--- src/scl_pkg.sv ---
package scl_pkg;

   localparam int POS_BITS      = 16;
   localparam int FIELD_BITS    = 16;
   localparam int RSPQ_DEPTH    = 4;
   localparam int RSPQ_IDX_BITS = $clog2(RSPQ_DEPTH);
   localparam int RSPQ_CNT_BITS = $clog2(RSPQ_DEPTH + 1);

   typedef logic [POS_BITS-1:0]   pos_type;
   typedef logic [FIELD_BITS-1:0] field_type;

   localparam pos_type   POS_MAX   = {POS_BITS{1'b1}};
   localparam field_type FIELD_MAX = {FIELD_BITS{1'b1}};

   localparam logic [7:0] CH_NUL    = 8'h00;
   localparam logic [7:0] CH_TAB    = 8'h09;
   localparam logic [7:0] CH_LF     = 8'h0A;
   localparam logic [7:0] CH_CR     = 8'h0D;
   localparam logic [7:0] CH_SPACE  = 8'h20;
   localparam logic [7:0] CH_DQUOTE = 8'h22;
   localparam logic [7:0] CH_PCT    = 8'h25;
   localparam logic [7:0] CH_AMP    = 8'h26;
   localparam logic [7:0] CH_SQUOTE = 8'h27;
   localparam logic [7:0] CH_LPAREN = 8'h28;
   localparam logic [7:0] CH_RPAREN = 8'h29;
   localparam logic [7:0] CH_STAR   = 8'h2A;
   localparam logic [7:0] CH_PLUS   = 8'h2B;
   localparam logic [7:0] CH_COMMA  = 8'h2C;
   localparam logic [7:0] CH_MINUS  = 8'h2D;
   localparam logic [7:0] CH_DOT    = 8'h2E;
   localparam logic [7:0] CH_SLASH  = 8'h2F;
   localparam logic [7:0] CH_ZERO   = 8'h30;
   localparam logic [7:0] CH_NINE   = 8'h39;
   localparam logic [7:0] CH_SEMI   = 8'h3B;
   localparam logic [7:0] CH_LT     = 8'h3C;
   localparam logic [7:0] CH_EQ     = 8'h3D;
   localparam logic [7:0] CH_GT     = 8'h3E;
   localparam logic [7:0] CH_UPPER_A = 8'h41;
   localparam logic [7:0] CH_UPPER_Z = 8'h5A;
   localparam logic [7:0] CH_LBRACK = 8'h5B;
   localparam logic [7:0] CH_RBRACK = 8'h5D;
   localparam logic [7:0] CH_CARET  = 8'h5E;
   localparam logic [7:0] CH_USCORE = 8'h5F;
   localparam logic [7:0] CH_LOWER_A = 8'h61;
   localparam logic [7:0] CH_LOWER_Z = 8'h7A;
   localparam logic [7:0] CH_LBRACE = 8'h7B;
   localparam logic [7:0] CH_BAR    = 8'h7C;
   localparam logic [7:0] CH_RBRACE = 8'h7D;

   localparam logic [1:0] PUSH_NONE = 2'd0;
   localparam logic [1:0] PUSH_ONE  = 2'd1;
   localparam logic [1:0] PUSH_TWO  = 2'd2;

   typedef struct packed {
      logic [7:0] held_char;
      logic       held_valid;
      logic [7:0] prev_char;
      logic       skip_next;
      pos_type    position;
      logic       token_open;
      pos_type    token_begin;
      logic [7:0] token_first_char;
      field_type  line_count;
      field_type  col_count;
      logic       in_line_comment;
      logic       in_block_comment;
   } scan_state_type;

   localparam scan_state_type SCAN_RESET = '{
      held_char:        8'h00,
      held_valid:       1'b0,
      prev_char:        8'h00,
      skip_next:        1'b0,
      position:         '0,
      token_open:       1'b0,
      token_begin:      '0,
      token_first_char: 8'h00,
      line_count:       field_type'(1),
      col_count:        '0,
      in_line_comment:  1'b0,
      in_block_comment: 1'b0
   };

   typedef struct packed {
      field_type tok_start;
      field_type tok_length;
      field_type tok_line;
      field_type tok_col;
      logic      tok_valid;
      logic      end_of_text;
   } tok_type;

   typedef struct packed {
      logic [1:0] count;
      tok_type    tok_a;
      tok_type    tok_b;
   } push_type;

   typedef struct packed {
      scan_state_type st;
      logic           emit;
      tok_type        tok;
      logic           again;
   } judge_type;

   typedef struct packed {
      scan_state_type st;
      logic           emit;
      tok_type        tok;
   } consume_type;

   function automatic pos_type inc_pos(pos_type v);
      return (v == POS_MAX) ? v : v + pos_type'(1);
   endfunction

   function automatic field_type inc_field(field_type v);
      return (v == FIELD_MAX) ? v : v + field_type'(1);
   endfunction

   function automatic field_type to_field(pos_type p);
      logic [31:0] w;
      w = 32'(p);
      return w[FIELD_BITS-1:0];
   endfunction

   function automatic logic is_blank(logic [7:0] c);
      return (c == CH_SPACE) || (c == CH_TAB) || (c == CH_CR);
   endfunction

   function automatic logic is_digit(logic [7:0] c);
      return (c >= CH_ZERO) && (c <= CH_NINE);
   endfunction

   function automatic logic is_alpha(logic [7:0] c);
      return ((c >= CH_LOWER_A) && (c <= CH_LOWER_Z)) ||
             ((c >= CH_UPPER_A) && (c <= CH_UPPER_Z)) || (c == CH_USCORE);
   endfunction

   function automatic logic is_rel(logic [7:0] c);
      return (c == CH_EQ) || (c == CH_LT) || (c == CH_GT);
   endfunction

   function automatic logic is_andor(logic [7:0] c);
      return (c == CH_AMP) || (c == CH_BAR);
   endfunction

   function automatic logic is_punct(logic [7:0] c);
      return (c == CH_LPAREN) || (c == CH_LBRACE) || (c == CH_LBRACK) ||
             (c == CH_RPAREN) || (c == CH_RBRACE) || (c == CH_RBRACK) ||
             (c == CH_SEMI) || (c == CH_PLUS) || (c == CH_MINUS) ||
             (c == CH_STAR) || (c == CH_SLASH) || (c == CH_COMMA) ||
             (c == CH_PCT) || (c == CH_CARET);
   endfunction

   function automatic tok_type make_tok(scan_state_type st, pos_type len);
      tok_type t;
      t.tok_start   = to_field(st.token_begin);
      t.tok_length  = to_field(len);
      t.tok_line    = st.line_count;
      t.tok_col     = st.col_count;
      t.tok_valid   = 1'b1;
      t.end_of_text = 1'b0;
      return t;
   endfunction

   function automatic judge_type judge(scan_state_type st, logic [7:0] c, logic [7:0] nx);
      judge_type  r;
      pos_type    excl;
      pos_type    incl;
      logic [7:0] s;
      logic       close;
      logic       close_incl;
      r.st       = st;
      r.emit     = 1'b0;
      r.tok      = '0;
      r.again    = 1'b0;
      s          = st.token_first_char;
      excl       = st.position - st.token_begin;
      incl       = inc_pos(excl);
      close      = 1'b0;
      close_incl = 1'b0;
      if (st.in_line_comment) begin
         if (c == CH_LF) begin
            r.st.in_line_comment = 1'b0;
            r.st.line_count      = inc_field(st.line_count);
            r.st.col_count       = '0;
         end
      end else if (st.in_block_comment) begin
         if ((c == CH_SLASH) && (st.prev_char == CH_STAR)) begin
            r.st.in_block_comment = 1'b0;
         end
      end else if ((c == CH_SLASH) && ((nx == CH_SLASH) || (nx == CH_STAR))) begin
         r.st.in_line_comment  = (nx == CH_SLASH);
         r.st.in_block_comment = (nx == CH_STAR);
         r.st.token_open       = 1'b0;
      end else if (!st.token_open) begin
         if (c == CH_LF) begin
            r.st.line_count = inc_field(st.line_count);
            r.st.col_count  = '0;
         end else if (!is_blank(c)) begin
            r.st.token_open       = 1'b1;
            r.st.token_begin      = st.position;
            r.st.token_first_char = c;
         end
      end else begin
         if (s == CH_DQUOTE) begin
            if ((c == CH_DQUOTE) && (nx == CH_DQUOTE)) begin
               r.st.skip_next = 1'b1;
            end else if (c == CH_DQUOTE) begin
               close_incl = 1'b1;
            end
         end else if (s == CH_SQUOTE) begin
            close_incl = (c == CH_SQUOTE);
         end else if (is_blank(c) || (c == CH_LF)) begin
            r.emit          = 1'b1;
            r.tok           = make_tok(st, excl);
            r.st.token_open = 1'b0;
            if (c == CH_LF) begin
               r.st.line_count = inc_field(st.line_count);
               r.st.col_count  = '0;
            end
         end else if (is_punct(s)) begin
            close = 1'b1;
         end else if (is_digit(s)) begin
            close = !(is_digit(c) || (c == CH_DOT));
         end else if (is_alpha(s)) begin
            close = !(is_alpha(c) || is_digit(c));
         end else if (is_rel(s)) begin
            close = !is_rel(c);
         end else if (is_andor(s)) begin
            close = !is_andor(c);
         end
         if (close_incl) begin
            r.emit          = 1'b1;
            r.tok           = make_tok(st, incl);
            r.st.token_open = 1'b0;
         end else if (close) begin
            r.emit          = 1'b1;
            r.tok           = make_tok(st, excl);
            r.st.token_open = 1'b0;
            r.again         = 1'b1;
         end
      end
      return r;
   endfunction

   function automatic consume_type consume(scan_state_type st, logic [7:0] c, logic [7:0] nx);
      consume_type r;
      judge_type   j1;
      judge_type   j2;
      j1              = judge(st, c, nx);
      j1.st.col_count = inc_field(j1.st.col_count);
      j2              = judge(j1.st, c, nx);
      j2.st.col_count = inc_field(j2.st.col_count);
      r.st            = st;
      r.emit          = 1'b0;
      r.tok           = '0;
      if (st.skip_next) begin
         r.st.skip_next = 1'b0;
      end else begin
         r.emit = j1.emit;
         r.tok  = j1.tok;
         r.st   = j1.again ? j2.st : j1.st;
      end
      r.st.prev_char = c;
      r.st.position  = inc_pos(r.st.position);
      return r;
   endfunction

endpackage

--- src/scl_req_if.sv ---
interface scl_req_if;
   logic       valid;
   logic       ready;
   logic [7:0] ch;
   logic       is_last;

   modport source (output valid, output ch, output is_last, input ready);
   modport sink (input valid, input ch, input is_last, output ready);
endinterface

--- src/scl_rsp_if.sv ---
interface scl_rsp_if;
   logic        valid;
   logic        ready;
   logic [15:0] tok_start;
   logic [15:0] tok_length;
   logic [15:0] tok_line;
   logic [15:0] tok_col;
   logic        tok_valid;
   logic        end_of_text;

   modport source (output valid, output tok_start, output tok_length, output tok_line,
                   output tok_col, output tok_valid, output end_of_text, input ready);
   modport sink (input valid, input tok_start, input tok_length, input tok_line,
                 input tok_col, input tok_valid, input end_of_text, output ready);
endinterface

--- src/scl_core.sv ---
module scl_core (
   input  logic              clock,
   input  logic              reset,
   scl_req_if.sink           req_bus,
   input  logic              q_room,
   output scl_pkg::push_type push
);
   import scl_pkg::*;

   scan_state_type st_ff;
   scan_state_type st_in;
   logic           flush_ff;
   logic           flush_in;
   logic           take;
   logic [7:0]     nx_char;
   consume_type    cons;
   tok_type        final_tok;

   assign req_bus.ready = !flush_ff && q_room;
   assign take          = req_bus.valid && req_bus.ready;
   assign nx_char       = flush_ff ? CH_NUL : req_bus.ch;
   assign cons          = consume(st_ff, st_ff.held_char, nx_char);

   always_comb begin
      final_tok             = '0;
      final_tok.end_of_text = 1'b1;
      if (cons.st.token_open) begin
         final_tok.tok_start  = to_field(cons.st.token_begin);
         final_tok.tok_length = to_field(cons.st.position - cons.st.token_begin);
         final_tok.tok_valid  = 1'b1;
      end
   end

   always_comb begin
      st_in    = st_ff;
      flush_in = flush_ff;
      push     = '0;
      if (flush_ff) begin
         st_in    = SCAN_RESET;
         flush_in = 1'b0;
         if (cons.emit) begin
            push.count = PUSH_TWO;
            push.tok_a = cons.tok;
            push.tok_b = final_tok;
         end else begin
            push.count = PUSH_ONE;
            push.tok_a = final_tok;
         end
      end else if (take) begin
         if (st_ff.held_valid) begin
            st_in = cons.st;
            if (cons.emit) begin
               push.count = PUSH_ONE;
               push.tok_a = cons.tok;
            end
         end
         st_in.held_char  = req_bus.ch;
         st_in.held_valid = 1'b1;
         flush_in         = req_bus.is_last;
      end
   end

   always_ff @(posedge clock) begin
      if (reset) begin
         st_ff    <= SCAN_RESET;
         flush_ff <= 1'b0;
      end else begin
         st_ff    <= st_in;
         flush_ff <= flush_in;
      end
   end

endmodule

--- src/scl_rspq.sv ---
module scl_rspq (
   input  logic              clock,
   input  logic              reset,
   input  scl_pkg::push_type push,
   output logic              q_room,
   scl_rsp_if.source         rsp_bus
);
   import scl_pkg::*;

   tok_type                  mem_ff [RSPQ_DEPTH];
   logic [RSPQ_IDX_BITS-1:0] head_ff;
   logic [RSPQ_IDX_BITS-1:0] head_in;
   logic [RSPQ_IDX_BITS-1:0] tail_ff;
   logic [RSPQ_IDX_BITS-1:0] tail_in;
   logic [RSPQ_IDX_BITS-1:0] tail_next;
   logic [RSPQ_CNT_BITS-1:0] count_ff;
   logic [RSPQ_CNT_BITS-1:0] count_in;
   logic                     pop;
   tok_type                  head_tok;

   assign pop       = rsp_bus.valid && rsp_bus.ready;
   assign tail_next = tail_ff + RSPQ_IDX_BITS'(1);
   assign tail_in   = tail_ff + RSPQ_IDX_BITS'(push.count);
   assign head_in   = pop ? head_ff + RSPQ_IDX_BITS'(1) : head_ff;
   assign count_in  = count_ff + RSPQ_CNT_BITS'(push.count) - RSPQ_CNT_BITS'(pop);
   assign q_room    = (count_ff <= RSPQ_CNT_BITS'(RSPQ_DEPTH - 3));

   assign head_tok            = mem_ff[head_ff];
   assign rsp_bus.valid       = (count_ff != '0);
   assign rsp_bus.tok_start   = head_tok.tok_start;
   assign rsp_bus.tok_length  = head_tok.tok_length;
   assign rsp_bus.tok_line    = head_tok.tok_line;
   assign rsp_bus.tok_col     = head_tok.tok_col;
   assign rsp_bus.tok_valid   = head_tok.tok_valid;
   assign rsp_bus.end_of_text = head_tok.end_of_text;

   always_ff @(posedge clock) begin
      if (push.count != PUSH_NONE) begin
         mem_ff[tail_ff] <= push.tok_a;
      end
      if (push.count == PUSH_TWO) begin
         mem_ff[tail_next] <= push.tok_b;
      end
   end

   always_ff @(posedge clock) begin
      if (reset) begin
         head_ff  <= '0;
         tail_ff  <= '0;
         count_ff <= '0;
      end else begin
         head_ff  <= head_in;
         tail_ff  <= tail_in;
         count_ff <= count_in;
      end
   end

endmodule

--- src/script_lexer_token_boundaries.sv ---
// Throughput: one request per cycle while the result queue holds at most one result; the
//    request marked last is followed by a flush state in which no request is taken,
//    and ready then stays low while the queue holds more than one result.
// Lookahead: a character is judged when the next request is taken (one character of
//    lookahead), the last one in the flush; its token is then registered in the result queue.
// Reset (synchronous, active high) empties the result queue and returns the scanner
//    to its start state, line counter at one; the same state follows each flush.
module script_lexer_token_boundaries (
   input logic       clock,
   input logic       reset,
   scl_req_if.sink   req_bus,
   scl_rsp_if.source rsp_bus
);
   import scl_pkg::*;

   push_type push;
   logic     q_room;

   scl_core u_core (
      .clock   (clock),
      .reset   (reset),
      .req_bus (req_bus),
      .q_room  (q_room),
      .push    (push)
   );

   scl_rspq u_rspq (
      .clock   (clock),
      .reset   (reset),
      .push    (push),
      .q_room  (q_room),
      .rsp_bus (rsp_bus)
   );

endmodule

--- src/flat_wrapper.sv ---
// flat-port wrapper written by rule: the top's interface ports become plain ports
module script_lexer_token_boundaries_flat import scl_pkg::*;
  (clock, reset, req_bus_valid, req_bus_ch, req_bus_is_last, req_bus_ready, rsp_bus_valid, rsp_bus_tok_start, rsp_bus_tok_length, rsp_bus_tok_line, rsp_bus_tok_col, rsp_bus_tok_valid, rsp_bus_end_of_text, rsp_bus_ready);
  scl_req_if req_bus_i ();
  scl_rsp_if rsp_bus_i ();
  input logic clock;
  input logic reset;
  input wire logic [$bits(req_bus_i.valid)-1:0] req_bus_valid;
  input wire logic [$bits(req_bus_i.ch)-1:0] req_bus_ch;
  input wire logic [$bits(req_bus_i.is_last)-1:0] req_bus_is_last;
  output wire logic [$bits(req_bus_i.ready)-1:0] req_bus_ready;
  output wire logic [$bits(rsp_bus_i.valid)-1:0] rsp_bus_valid;
  output wire logic [$bits(rsp_bus_i.tok_start)-1:0] rsp_bus_tok_start;
  output wire logic [$bits(rsp_bus_i.tok_length)-1:0] rsp_bus_tok_length;
  output wire logic [$bits(rsp_bus_i.tok_line)-1:0] rsp_bus_tok_line;
  output wire logic [$bits(rsp_bus_i.tok_col)-1:0] rsp_bus_tok_col;
  output wire logic [$bits(rsp_bus_i.tok_valid)-1:0] rsp_bus_tok_valid;
  output wire logic [$bits(rsp_bus_i.end_of_text)-1:0] rsp_bus_end_of_text;
  input wire logic [$bits(rsp_bus_i.ready)-1:0] rsp_bus_ready;
  assign req_bus_i.valid = req_bus_valid;
  assign req_bus_i.ch = req_bus_ch;
  assign req_bus_i.is_last = req_bus_is_last;
  assign req_bus_ready = req_bus_i.ready;
  assign rsp_bus_valid = rsp_bus_i.valid;
  assign rsp_bus_tok_start = rsp_bus_i.tok_start;
  assign rsp_bus_tok_length = rsp_bus_i.tok_length;
  assign rsp_bus_tok_line = rsp_bus_i.tok_line;
  assign rsp_bus_tok_col = rsp_bus_i.tok_col;
  assign rsp_bus_tok_valid = rsp_bus_i.tok_valid;
  assign rsp_bus_end_of_text = rsp_bus_i.end_of_text;
  assign rsp_bus_i.ready = rsp_bus_ready;
  script_lexer_token_boundaries u_core (.clock(clock), .reset(reset), .req_bus(req_bus_i), .rsp_bus(rsp_bus_i));
endmodule
--- config.mk ---
export PLATFORM = sky130hd
export DESIGN_NAME = script_lexer_token_boundaries_flat
export DESIGN_NICKNAME = d
export VERILOG_FILES = /design/src/scl_pkg.sv /design/src/scl_req_if.sv /design/src/scl_rsp_if.sv /design/src/scl_core.sv /design/src/scl_rspq.sv /design/src/script_lexer_token_boundaries.sv /design/src/flat_wrapper.sv
export SDC_FILE = /design/constraint.sdc
export NUM_CORES = 1
export LEC_CHECK = 0
export ABC_AREA = 1
export BUFFER_PORTS_ARGS = -buffer_cell sky130_fd_sc_hd__buf_2
export CORE_UTILIZATION = 65
export CTS_CLUSTER_DIAMETER = 60
export CTS_CLUSTER_SIZE = 12
export DETAILED_ROUTE_END_ITERATION = 7
export PLACE_DENSITY = 0.83
export SYNTH_ARGS = -nofsm -noshare
export SYNTH_HDL_FRONTEND = slang
export SYNTH_SLANG_ARGS = --single-unit
--- constraint.sdc ---
create_clock -name clock -period 6.4 [get_ports clock]
set_input_delay 0 -clock clock [delete_from_list [all_inputs] [get_ports clock]]
set_output_delay 0 -clock clock [all_outputs]
set_load 0.05 [all_outputs]
Word level (Yosys, flattened, before mapping)
Memories as Yosys holds them, arrays and structs flattened. A register that Yosys moved wholly into a read port is not among the register bits.
Cells that the tools add are included.
{ "op_classes": {"add_sub_neg": 15, "n_lt_le_gt_ge": 19, "eq_ne": 70, "n_mux": 139, "bitwise_logic": 2, "reduce_logical": 73} }
{ "ops": {"columns": ["operator", "n"], "rows": [
  ["67-bit 2-to-1 mux", 11],
  ["68-bit 2-to-1 mux", 10],
  ["32-bit 2-to-1 mux", 11],
  ["8-bit by 6-bit == test with 1-bit output, second input constant", 43],
  ["25-bit 2-to-1 mux", 6],
  ["142-bit 2-to-1 mux", 1],
  ["69-bit 2-to-1 mux", 2],
  ["33-bit 2-to-1 mux", 4],
  ["66-bit 2-to-1 mux", 2],
  ["8-bit by 7-bit == test with 1-bit output, second input constant", 16],
  ["58-bit 2-to-1 mux", 2],
  ["16-bit by 1-bit adder with 16-bit output, second input constant", 7],
  ["16-bit == test, second input constant", 7],
  ["16-bit 2-to-1 mux", 7],
  ["56-bit 2-to-1 mux", 2],
  ["76-bit 2-to-1 mux", 1],
  ["1-bit 2-to-1 mux", 74],
  ["8-bit by 7-bit >= comparator with 1-bit output, second input constant", 6],
  ["8-bit by 7-bit <= comparator with 1-bit output, second input constant", 6],
  ["24-bit 2-to-1 mux", 2],
  ["16-bit subtractor", 3],
  ["1-bit logical OR", 47],
  ["8-bit by 4-bit == test with 1-bit output, second input constant", 3],
  ["8-bit by 6-bit >= comparator with 1-bit output, second input constant", 3],
  ["other kinds (18)", 42]
]} }
{ "totals": {"ff_bits": 101, "mem_bits_rw": 264, "in_bits": 13, "out_inout_bits": 68, "word_cells": 335, "memories": 1} }
{ "mem_list": {"columns": ["memory", "words", "width", "rd", "rd_clocked_by_memory_dff", "write_ports", "line", "text"], "rows": [
  ["u_core.u_rspq.mem_ff", 4, 66, 1, 1, 2, "scl_rspq.sv:10", "tok_type mem_ff [RSPQ_DEPTH];"]
]} }

Depth between registers and ports, before layout
Gate-level depths: netlist of the first run.
{ "depth": {"word_depth": 69, "mapped_depth": 35, "mapped_depth_nobuf": 33} }

Cells and area by module
A second synthesis of the first run with hierarchy kept.
{ "hier_totals": {"cells_unflattened": 3086, "hier_area_um2": 22924.5} }
{ "by_module_without_submodules": {"columns": ["mod", "instances", "cells_per_inst", "area_each_um2", "seq_area_each_um2"], "rows": [
  ["scl_rspq", 1, 1361, 13103.8, 8107.8],
  ["scl_core", 1, 1725, 9820.7, 1881.8]
]} }

Least setup slack after synthesis of the first run
OpenSTA, ideal clock, no wires.
{ "synth_path": {"path_kind": "register to register", "startpoint": "register u_core.u_core.st_ff, in the netlist u_core.u_core.cons[144]", "endpoint": "memory u_core.u_rspq.mem_ff[1][48] (netlist name), data pin", "setup_time_ns": 0.265, "arrival_time_ns": 3.964, "required_ns": 6.135, "slack_ns": 2.170, "path_stages_with_launch": 33, "n_path_buf": 2, "period_less_slack_ns": 4.230, "path_cell_list": "dfxtp_1 > inv_1 > nor2_1 > inv_1 > nor3b_2 > nand2_1 > nand2_1 > nand2_1 > inv_2 > nor3_2 > o21ai_2 > inv_2 > buf_4 > buf_4 > o21ai_0 > o21ai_0 > o21ai_1 > ha_1 > inv_1 > fa_1 > inv_1 > o31ai_1 > nand3_1 > o2111ai_1 > a21oi_1 > nor2_1 > nor2_1 > xor2_1 > nor2_1 > inv_1 > o21ai_0 > nand2_1 > o21ai_0"} }
{ "synth_rtl": {"columns": ["element", "line", "text"], "rows": [
  ["start: declaration", "scl_core.sv:10", "scan_state_type st_ff;"],
  ["start signal: assignment", "scl_core.sv:68", "st_ff <= st_in;"],
  ["end: declaration", "scl_rspq.sv:10", null]
]} }

==> results by group, run 1 <==
Clock network
  • CTS root buf: clkbuf_16
  • CTS Sinks: ~370
  • Clock transition at the registers of the reported paths: 0.06 ns
  • CTS tree: done
  • Hold bufs inserted after CTS: 11
  • Resized cells post-CTS: 0
  • Setup repair bufs after CTS: 0
  • Clock buffer count from CTS: 40
  • Clock buffer depth: 3
  • H-Tree Depth: 2
  • Clk Latency, worst-skew pair: 0.56 ns

Floorplan
  • Full die area: 33900 sq um
  • Rows: 66
  • Die height: 184 um
  • IO Pins: 81
  • Die W: 184 um
  • Core Area: 32600 sq um
  • Initial Util: 66.1%

Min path
  • Type of the most critical hold path: in2reg
  • Worst hold endpoint: u_core.u_core.cons[145]
  • Hold Crit Start: req_bus_valid
  • Worst Hold Path Cells: 3

Routing
  • ANT nets after route: 0
  • DRC: 0
  • Via/cell ratio: 6.25
  • DRT Pass-1 Iters: 7
  • Initial DRC Count: approximately 2800
  • DR WL/cell: 19.5 um
  • Vias: 21900
  • WL final: around 68 mm

Worst setup path
  • R2R cell count: 31
  • Crit Path Class: reg2reg
  • R2R Path Start: u_core.u_core.flush_ff
  • Critical path's largest stage delay: 0.50 ns
  • Worst Path Required: around 6.7 ns
  • Critical path's most frequent cell: nand2_1
  • Bufs and invs on worst path: 5
  • Worst-path maximum fanout: 38
  • R2R setup slack: 0.74 ns
  • Crit end category: register
  • Critical path depth in cells: 31
  • CP startpoint: u_core.u_core.flush_ff
  • Slowest library cell on the worst path: inv_2
  • CP delay by family, top: simple AND/OR/NAND/NOR gates
  • Crit path DAT: 5.97 ns
  • Worst setup SP type: register
  • RR Endpoint: u_core.u_rspq.mem_ff[1][49]

STA
  • Slew Limit Fails: 0
  • Final setup viols: 0
  • RSZ-0062 raised after global routing: no
  • WHS: 0.0993 ns
  • Final setup TNS: 0 ns
  • Final Critical Period: 5.66 ns
  • Fmax: 177 MHz
  • Setup Skew: between 0.02 and 0.025 ns
  • Worst rel slew slack: 21.0%
  • Worst Tran Pin Value: around 1.2 ns
  • Worst setup margin: 0.742 ns
  • Fin crit share: 88.4%
  • Hold Fails Final Rpt: 0

Global route
  • Vias in the first global route: approximately 20000
  • Largest net degree at the start of global routing: 98
  • GR Util met2: about three fifths
  • Initial antenna violation count: 0
  • Remaining Overflow, GRT: 0
  • GRT busiest layer: met2
  • Met3 Use GR: 8.08%
  • Met1 GRT Util: approximately 55%
  • GRT Util Overall: 39.9%
  • First-pass GRT wire length: 105 mm

Synth
  • Post-synthesis sequential area ratio: between 40% and 50%
  • FFs w/ async S/R, synth: 0%
  • Yosys reg bits: around 370
  • Yosys warning count: 0
  • Mapped Cells: 3041
  • EDFF count, synth: 136
  • Synth cell types: between 50 and 60
  • Synth Net Count: a little over 3000
  • Main flop type after synthesis: dfxtp_1
  • Synth Cell Area: 21600 sq um
  • Avg Inst Size Synth: 7.09 sq um

Pwr
  • Peak VDD IR: 0.000306 V
  • PD cells: 357 nW/um^2
  • Leak: about 0.0095 uW

Layout
  • # diodes: 0
  • Layout area overhead: 8.89%
  • Design area: 23500 sq um
  • Final net count: 3094
  • Layout cell share with drive strength beyond 1: 8.72%

Placement
  • DP Area: 22100 sq um
  • Dpl hpwl: 45.3 mm
  • IO buf count: 80
  • Final GP Congestion: 1.02
  • Placement Setup Slack: 0.986 ns

Job
  • Max-cap violations: 0

Outcome
  • Status: finished clean
report_power, final:
part / leakage (uW) / internal (uW) / switching (uW)
clock network: 0.000604 / 1290 / 972
logic: 0.00585 / 900 / 2560
registers: 0.00302 / 2520 / 136
state kept, by name, indices dropped and copies added, names as in the netlist, named ones only:
name and flops:
u_core.u_core.flush_ff 1, u_core.u_rspq.mem_ff 264, u_core.u_rspq.head_ff 2, u_core.u_core.st_ff 85, u_core.u_core.cons 8, u_core.u_rspq.count_ff 3
u_core.u_rspq.tail_ff 2
synth_stat cells (all sizes together), types with 11 or more instances:
| cell | count | area share [%] |
|---|---|---|
| edfxtp | 136 | 19 |
| nor3 | 41 | 1.0 |
| o211ai | 23 | 0.80 |
| o21ai | 474 | 11 |
| nand4 | 35 | 1.0 |
| nand3 | 261 | 6.4 |
| a21oi | 137 | 3.2 |
| or2 | 13 | 0.38 |
| xor2 | 35 | 1.4 |
| dfxtp | 231 | 21 |
| inv | 304 | 5.3 |
| clkbuf | 120 | 2.1 |
| buf | 49 | 1.2 |
| ha | 40 | 2.3 |
| nor2 | 308 | 5.7 |
| xnor2 | 11 | 0.45 |
| nand2 | 658 | 12 |
| o22ai | 105 | 3.3 |
worst register-to-register path: cells and delay by family (launching register included):
| family | cells | cell delay [ns] |
|---|---|---|
| AO/OA/AOI/OAI | 5 | 0.80 |
| XOR/XNOR | 1 | 0.21 |
| adder cells (fa/ha/maj) | 1 | 0.37 |
| buffers and inverters | 5 | 1.18 |
| flip-flops | 1 | 0.36 |
| AND/OR/NAND/NOR | 19 | 2.50 |
final cells by class:
cell class	instances	area, sq um
multi-input cells	2197	11000
well taps	442	553
clock buffers	54	1080
repair buffers	124	771
fillers	2622	9150
inverters	308	1160
clock inverters	12	181
flip-flops and latches	367	8710
cells by family after synthesis:
family                     share of synthesized area, %
xor gates and xnor gates                           1.87
adders and majority gates                          2.60
DFF                                                40.4
buffers and inverters                              8.64
and+or+nand+nor                                    27.0
AOI/OAI and AO/OA                                  19.5
layout by cell type, fill, tap and decap left out, types with 34 or more instances in the layout:
cell type,Yosys,final
o21ai_0,443,443
edfxtp_1,136,136
clkbuf_16,0,41
ha_1,40,40
nand4_1,34,34
inv_1,289,288
xor2_1,35,35
o22ai_1,98,98
nor3_1,37,36
dfxtp_1,231,229
nor2_1,293,287
buf_2,17,80
nand2_1,642,642
a21oi_1,136,136
nand3_1,251,251
routing by layer:
metal,vias to the layer above,routed length (um),part of all wire [%]
met4,0,2510,3.7
met5,-,0,0
met1,9971,27100,40
met3,200,9250,14
li1,10200,-,-
met2,1487,29500,43
per-stage QoR:
step	total power, uW	instances	util, %
floorplan	5200	3041	-
global placement	5980	3427	67.7
detailed placement	6040	3427	67.7
CTS	8290	3504	71.9
global route	8790	3504	71.9
finish	8380	3504	71.9
how the worst max path moves through the flow:
| stage | endpoint | slack, ns |
|---|---|---|
| after floorplan | u_core.u_rspq.mem_ff[1][48] | 2.17 |
| after global placement | u_core.u_rspq.mem_ff[1][49] | 1.23 |
| after detailed placement | u_core.u_rspq.mem_ff[1][49] | 0.99 |
| after CTS | u_core.u_rspq.mem_ff[1][49] | 0.95 |
| after global routing | u_core.u_rspq.mem_ff[1][49] | 0.15 |
| final | u_core.u_rspq.mem_ff[1][49] | 0.74 |
(Power assumes the default switching activity.)
==> run 2, diff against run 1 <==
- SYNTH_HIERARCHICAL: default -> 1
==> run 2 against run 1 <==
  * The run now ends with DRC left
  * Critical endpoint is now u_core/u_rspq/mem_ff[1][48]
  * Sequential share of layout area up 3.2 points
  * Power down 0.66%
  * Register-to-register slack worse by 0.16 ns
  * Final area rose by 5.7%
==> results by group, run 2 <==
Pwr
  • Internal power: 4790 uW
  • Clock share of power: about 27%
  • Sw Share: 42.5%
  • Switching pwr: about 3500 uW
  • PD cells: 335 nW/um^2
  • Combinational share of power: 39.3%
  • Leak: 0.00949 uW
  • Peak VDD IR: around 0.00032 V
  • Sequential share of power: 33.9%

Layout
  • Layout area overhead: 8.18%
  • Layout cell share with drive strength beyond 1: 8.30%
  • Most frequent cells in the layout: nand2_1, o21ai_0, inv_1, nor2_1, edfxtp_1
  • Final Util: a little under three quarters
  • Flip-flop count of the largest register after layout: 264
  • Most common cell after layout, fill and taps aside: nand2_1
  • Final net count: 3150
  • # diodes: 0
  • Most flops, register: u_core/u_rspq/mem_ff

STA
  • Worst Tran Pin Value: 1.19 ns
  • Worst rel slew slack: 20.8%
  • Fin crit share: 90.9%
  • Slew Limit Fails: 0
  • Final Critical Period: 5.82 ns
  • Final setup viols: 0
  • Final setup TNS: 0 ns
  • Fmax: roughly 170 MHz
  • Setup Skew: ~0.025 ns
  • Hold Fails Final Rpt: 0
  • RSZ-0062 raised after global routing: no

Worst setup path
  • Slowest library cell on the worst path: dfxtp_1
  • Worst setup SP type: register
  • Worst Path Required: 6.65 ns
  • Critical path's most frequent cell: nand2_1
  • Worst-path maximum fanout: 24
  • Critical path's largest stage delay: 0.44 ns
  • Crit path DAT: 6.07 ns
  • R2R cell count: 31
  • Crit Path Class: reg2reg
  • Crit end category: register

Synth
  • Avg Inst Size Synth: 7.43 sq um
  • Post-synthesis sequential area ratio: 43.6%
  • Main flop type after synthesis: edfxtp_1
  • Yosys reg bits: 367
  • Largest area contributor in the synthesized netlist: edfxtp_1
  • Mapped Cells: roughly 3100
  • Top cells by area, synth: edfxtp_1, nand2_1, dfxtp_1, o21ai_0, inv_1
  • EDFF count, synth: 264
  • Synth cell types: 48
  • Top-count cell post-synth: nand2_1
  • Most frequent cells after synthesis: nand2_1, o21ai_0, inv_1
  • Yosys warning count: 6
  • Top cell type's share of synthesized area: 34.6%
  • FFs w/ async S/R, synth: 0%
  • Synth Cell Area: approximately 23000 sq um

Min path
  • Worst Hold Path Cells: 8
  • Type of the most critical hold path: in2reg

Placement
  • Final GP Congestion: 0.969
  • Dpl hpwl: 44.2 mm
  • IO buf count: 80

Job
  • Max-cap violations: 0

Routing
  • Via/cell ratio: 6.05
  • Initial DRC Count: between 2000 and 3000
  • ANT nets after route: 0
  • DR WL/cell: 18.5 um
  • DRC: 1
  • DRT Pass-1 Iters: 8
  • Vias: ~22000
  • WL final: 66.0 mm

Global route
  • GRT Util Overall: 36.4%
  • Remaining Overflow, GRT: 0
  • Vias in the first global route: 19900
  • Largest net degree at the start of global routing: 133
  • First-pass GRT wire length: 103 mm
  • Initial antenna violation count: 0

Floorplan
  • Die W: 190 um
  • Rows: slightly below 70
  • IO Pins: 81
  • Core Area: approximately 35000 sq um
  • Initial Util: 66.2%
  • Die height: 190 um
  • Full die area: roughly 36000 sq um

Clock network
  • Clock buffer depth: 3
  • Clk Latency, worst-skew pair: 0.56 ns
  • CTS root buf: clkbuf_16
  • CTS tree: done
  • Clock transition at the registers of the reported paths: 0.06 ns
  • H-Tree Depth: 2
  • CTS Sinks: 367
  • Clock buffer count from CTS: 42

Outcome
  • Failing checks: DRC
  • Status: finished with violations
## run 2: cell types whose count changed after synthesis, sizes merged, moves of 17 or more
cell | previous run | this run
nand3 | 261 | 102
dfxtp | 231 | 103
edfxtp | 136 | 264
o21ai | 474 | 565
inv | 304 | 372
nor2 | 308 | 362
buf | 49 | 91
clkbuf | 120 | 103
## run 2: routing by layer
metal	GRT usage, %	vias to the layer above	routed length (um)	part of all wire (%)
li1	-	10300	-	-
met1	52.7	9899	27600	42
met2	55.3	1296	28600	43
met3	6.73	141	8230	12
met4	11.6	0	1520	2.3
met5	0	-	0	0
## run 2: layout make-up
cell class / count / area (sq um)
clock buffer: 58 / 1140
clock inverter: 12 / 98.8
fill: 2777 / 9830
inverter: 375 / 1410
multi-input combinational: 2181 / 10700
sequential: 367 / 9990
tap: 455 / 569
timing repair buffer: 127 / 883
## run 2: power by group through the flow
stage | sequential (uW) | clock (uW) | combinational, uW
2_1_floorplan | 2790 | 0 | 2420
3_3_place_gp | 2860 | 0 | 3120
3_5_place_dp | 2860 | 0 | 3180
4_1_cts | 2810 | 2240 | 3200
5_1_grt | 2830 | 2340 | 3550
6_report | 2820 | 2230 | 3270
## run 2: kinds of logic after synthesis
logic type,count (synthesis),synth area share [%]
xor+xnor,45,1.72
simple gates,1207,21.8
buf+inv,569,10.6
fa+ha+maj,43,2.45
flops,367,43.6
compound gates,854,19.9
other cells,1,0.0164
## run 2: final timing paths
check                          start                          end  slack (ns)
max          u_core/u_core/cons[144]  u_core/u_rspq/mem_ff[1][48]        0.58
min                    req_bus_ch[0]      u_core/u_core/st_ff[75]        0.15
max reg2reg  u_core/u_core/cons[144]  u_core/u_rspq/mem_ff[1][48]        0.58
min reg2reg  u_core/u_core/st_ff[76]      u_core/u_core/st_ff[76]        0.46
## run 2: timing repair
| action | CTS | global route |
|---|---|---|
| endpoints found under the setup margin | 0 | 5 |
| hold endpoints to repair | 19 | 0 |
| buffers inserted | 0 | 0 |
| hold buffers | 12 | 0 |
| resized for setup | 0 | 1 |
## run 2: stage by stage
stage                     instance area [sq um]  total power, uW  hold slack, ns  std cells  setup WS [ns]
after floorplan                           23000             5210          0.0712       3117          0.725
after detailed placement                  23400             6040           0.245       3493          0.538
after global placement                    23400             5980           0.232       3493          0.829
final                                     24800             8320           0.155       3575          0.582
after CTS                                 24800             8260           0.112       3575          0.497
after global routing                      24800             8720           0.244       3575          0.132
## run 2: worst max-delay path, delay by kind of cell (launching register included)
family	cells	cell delay [ns]
AOI/OAI and AO/OA	9	1.65
adders and majority gates	2	0.64
buffers and inverters	5	0.73
DFF	1	0.44
and+or+nand+nor	15	2.03
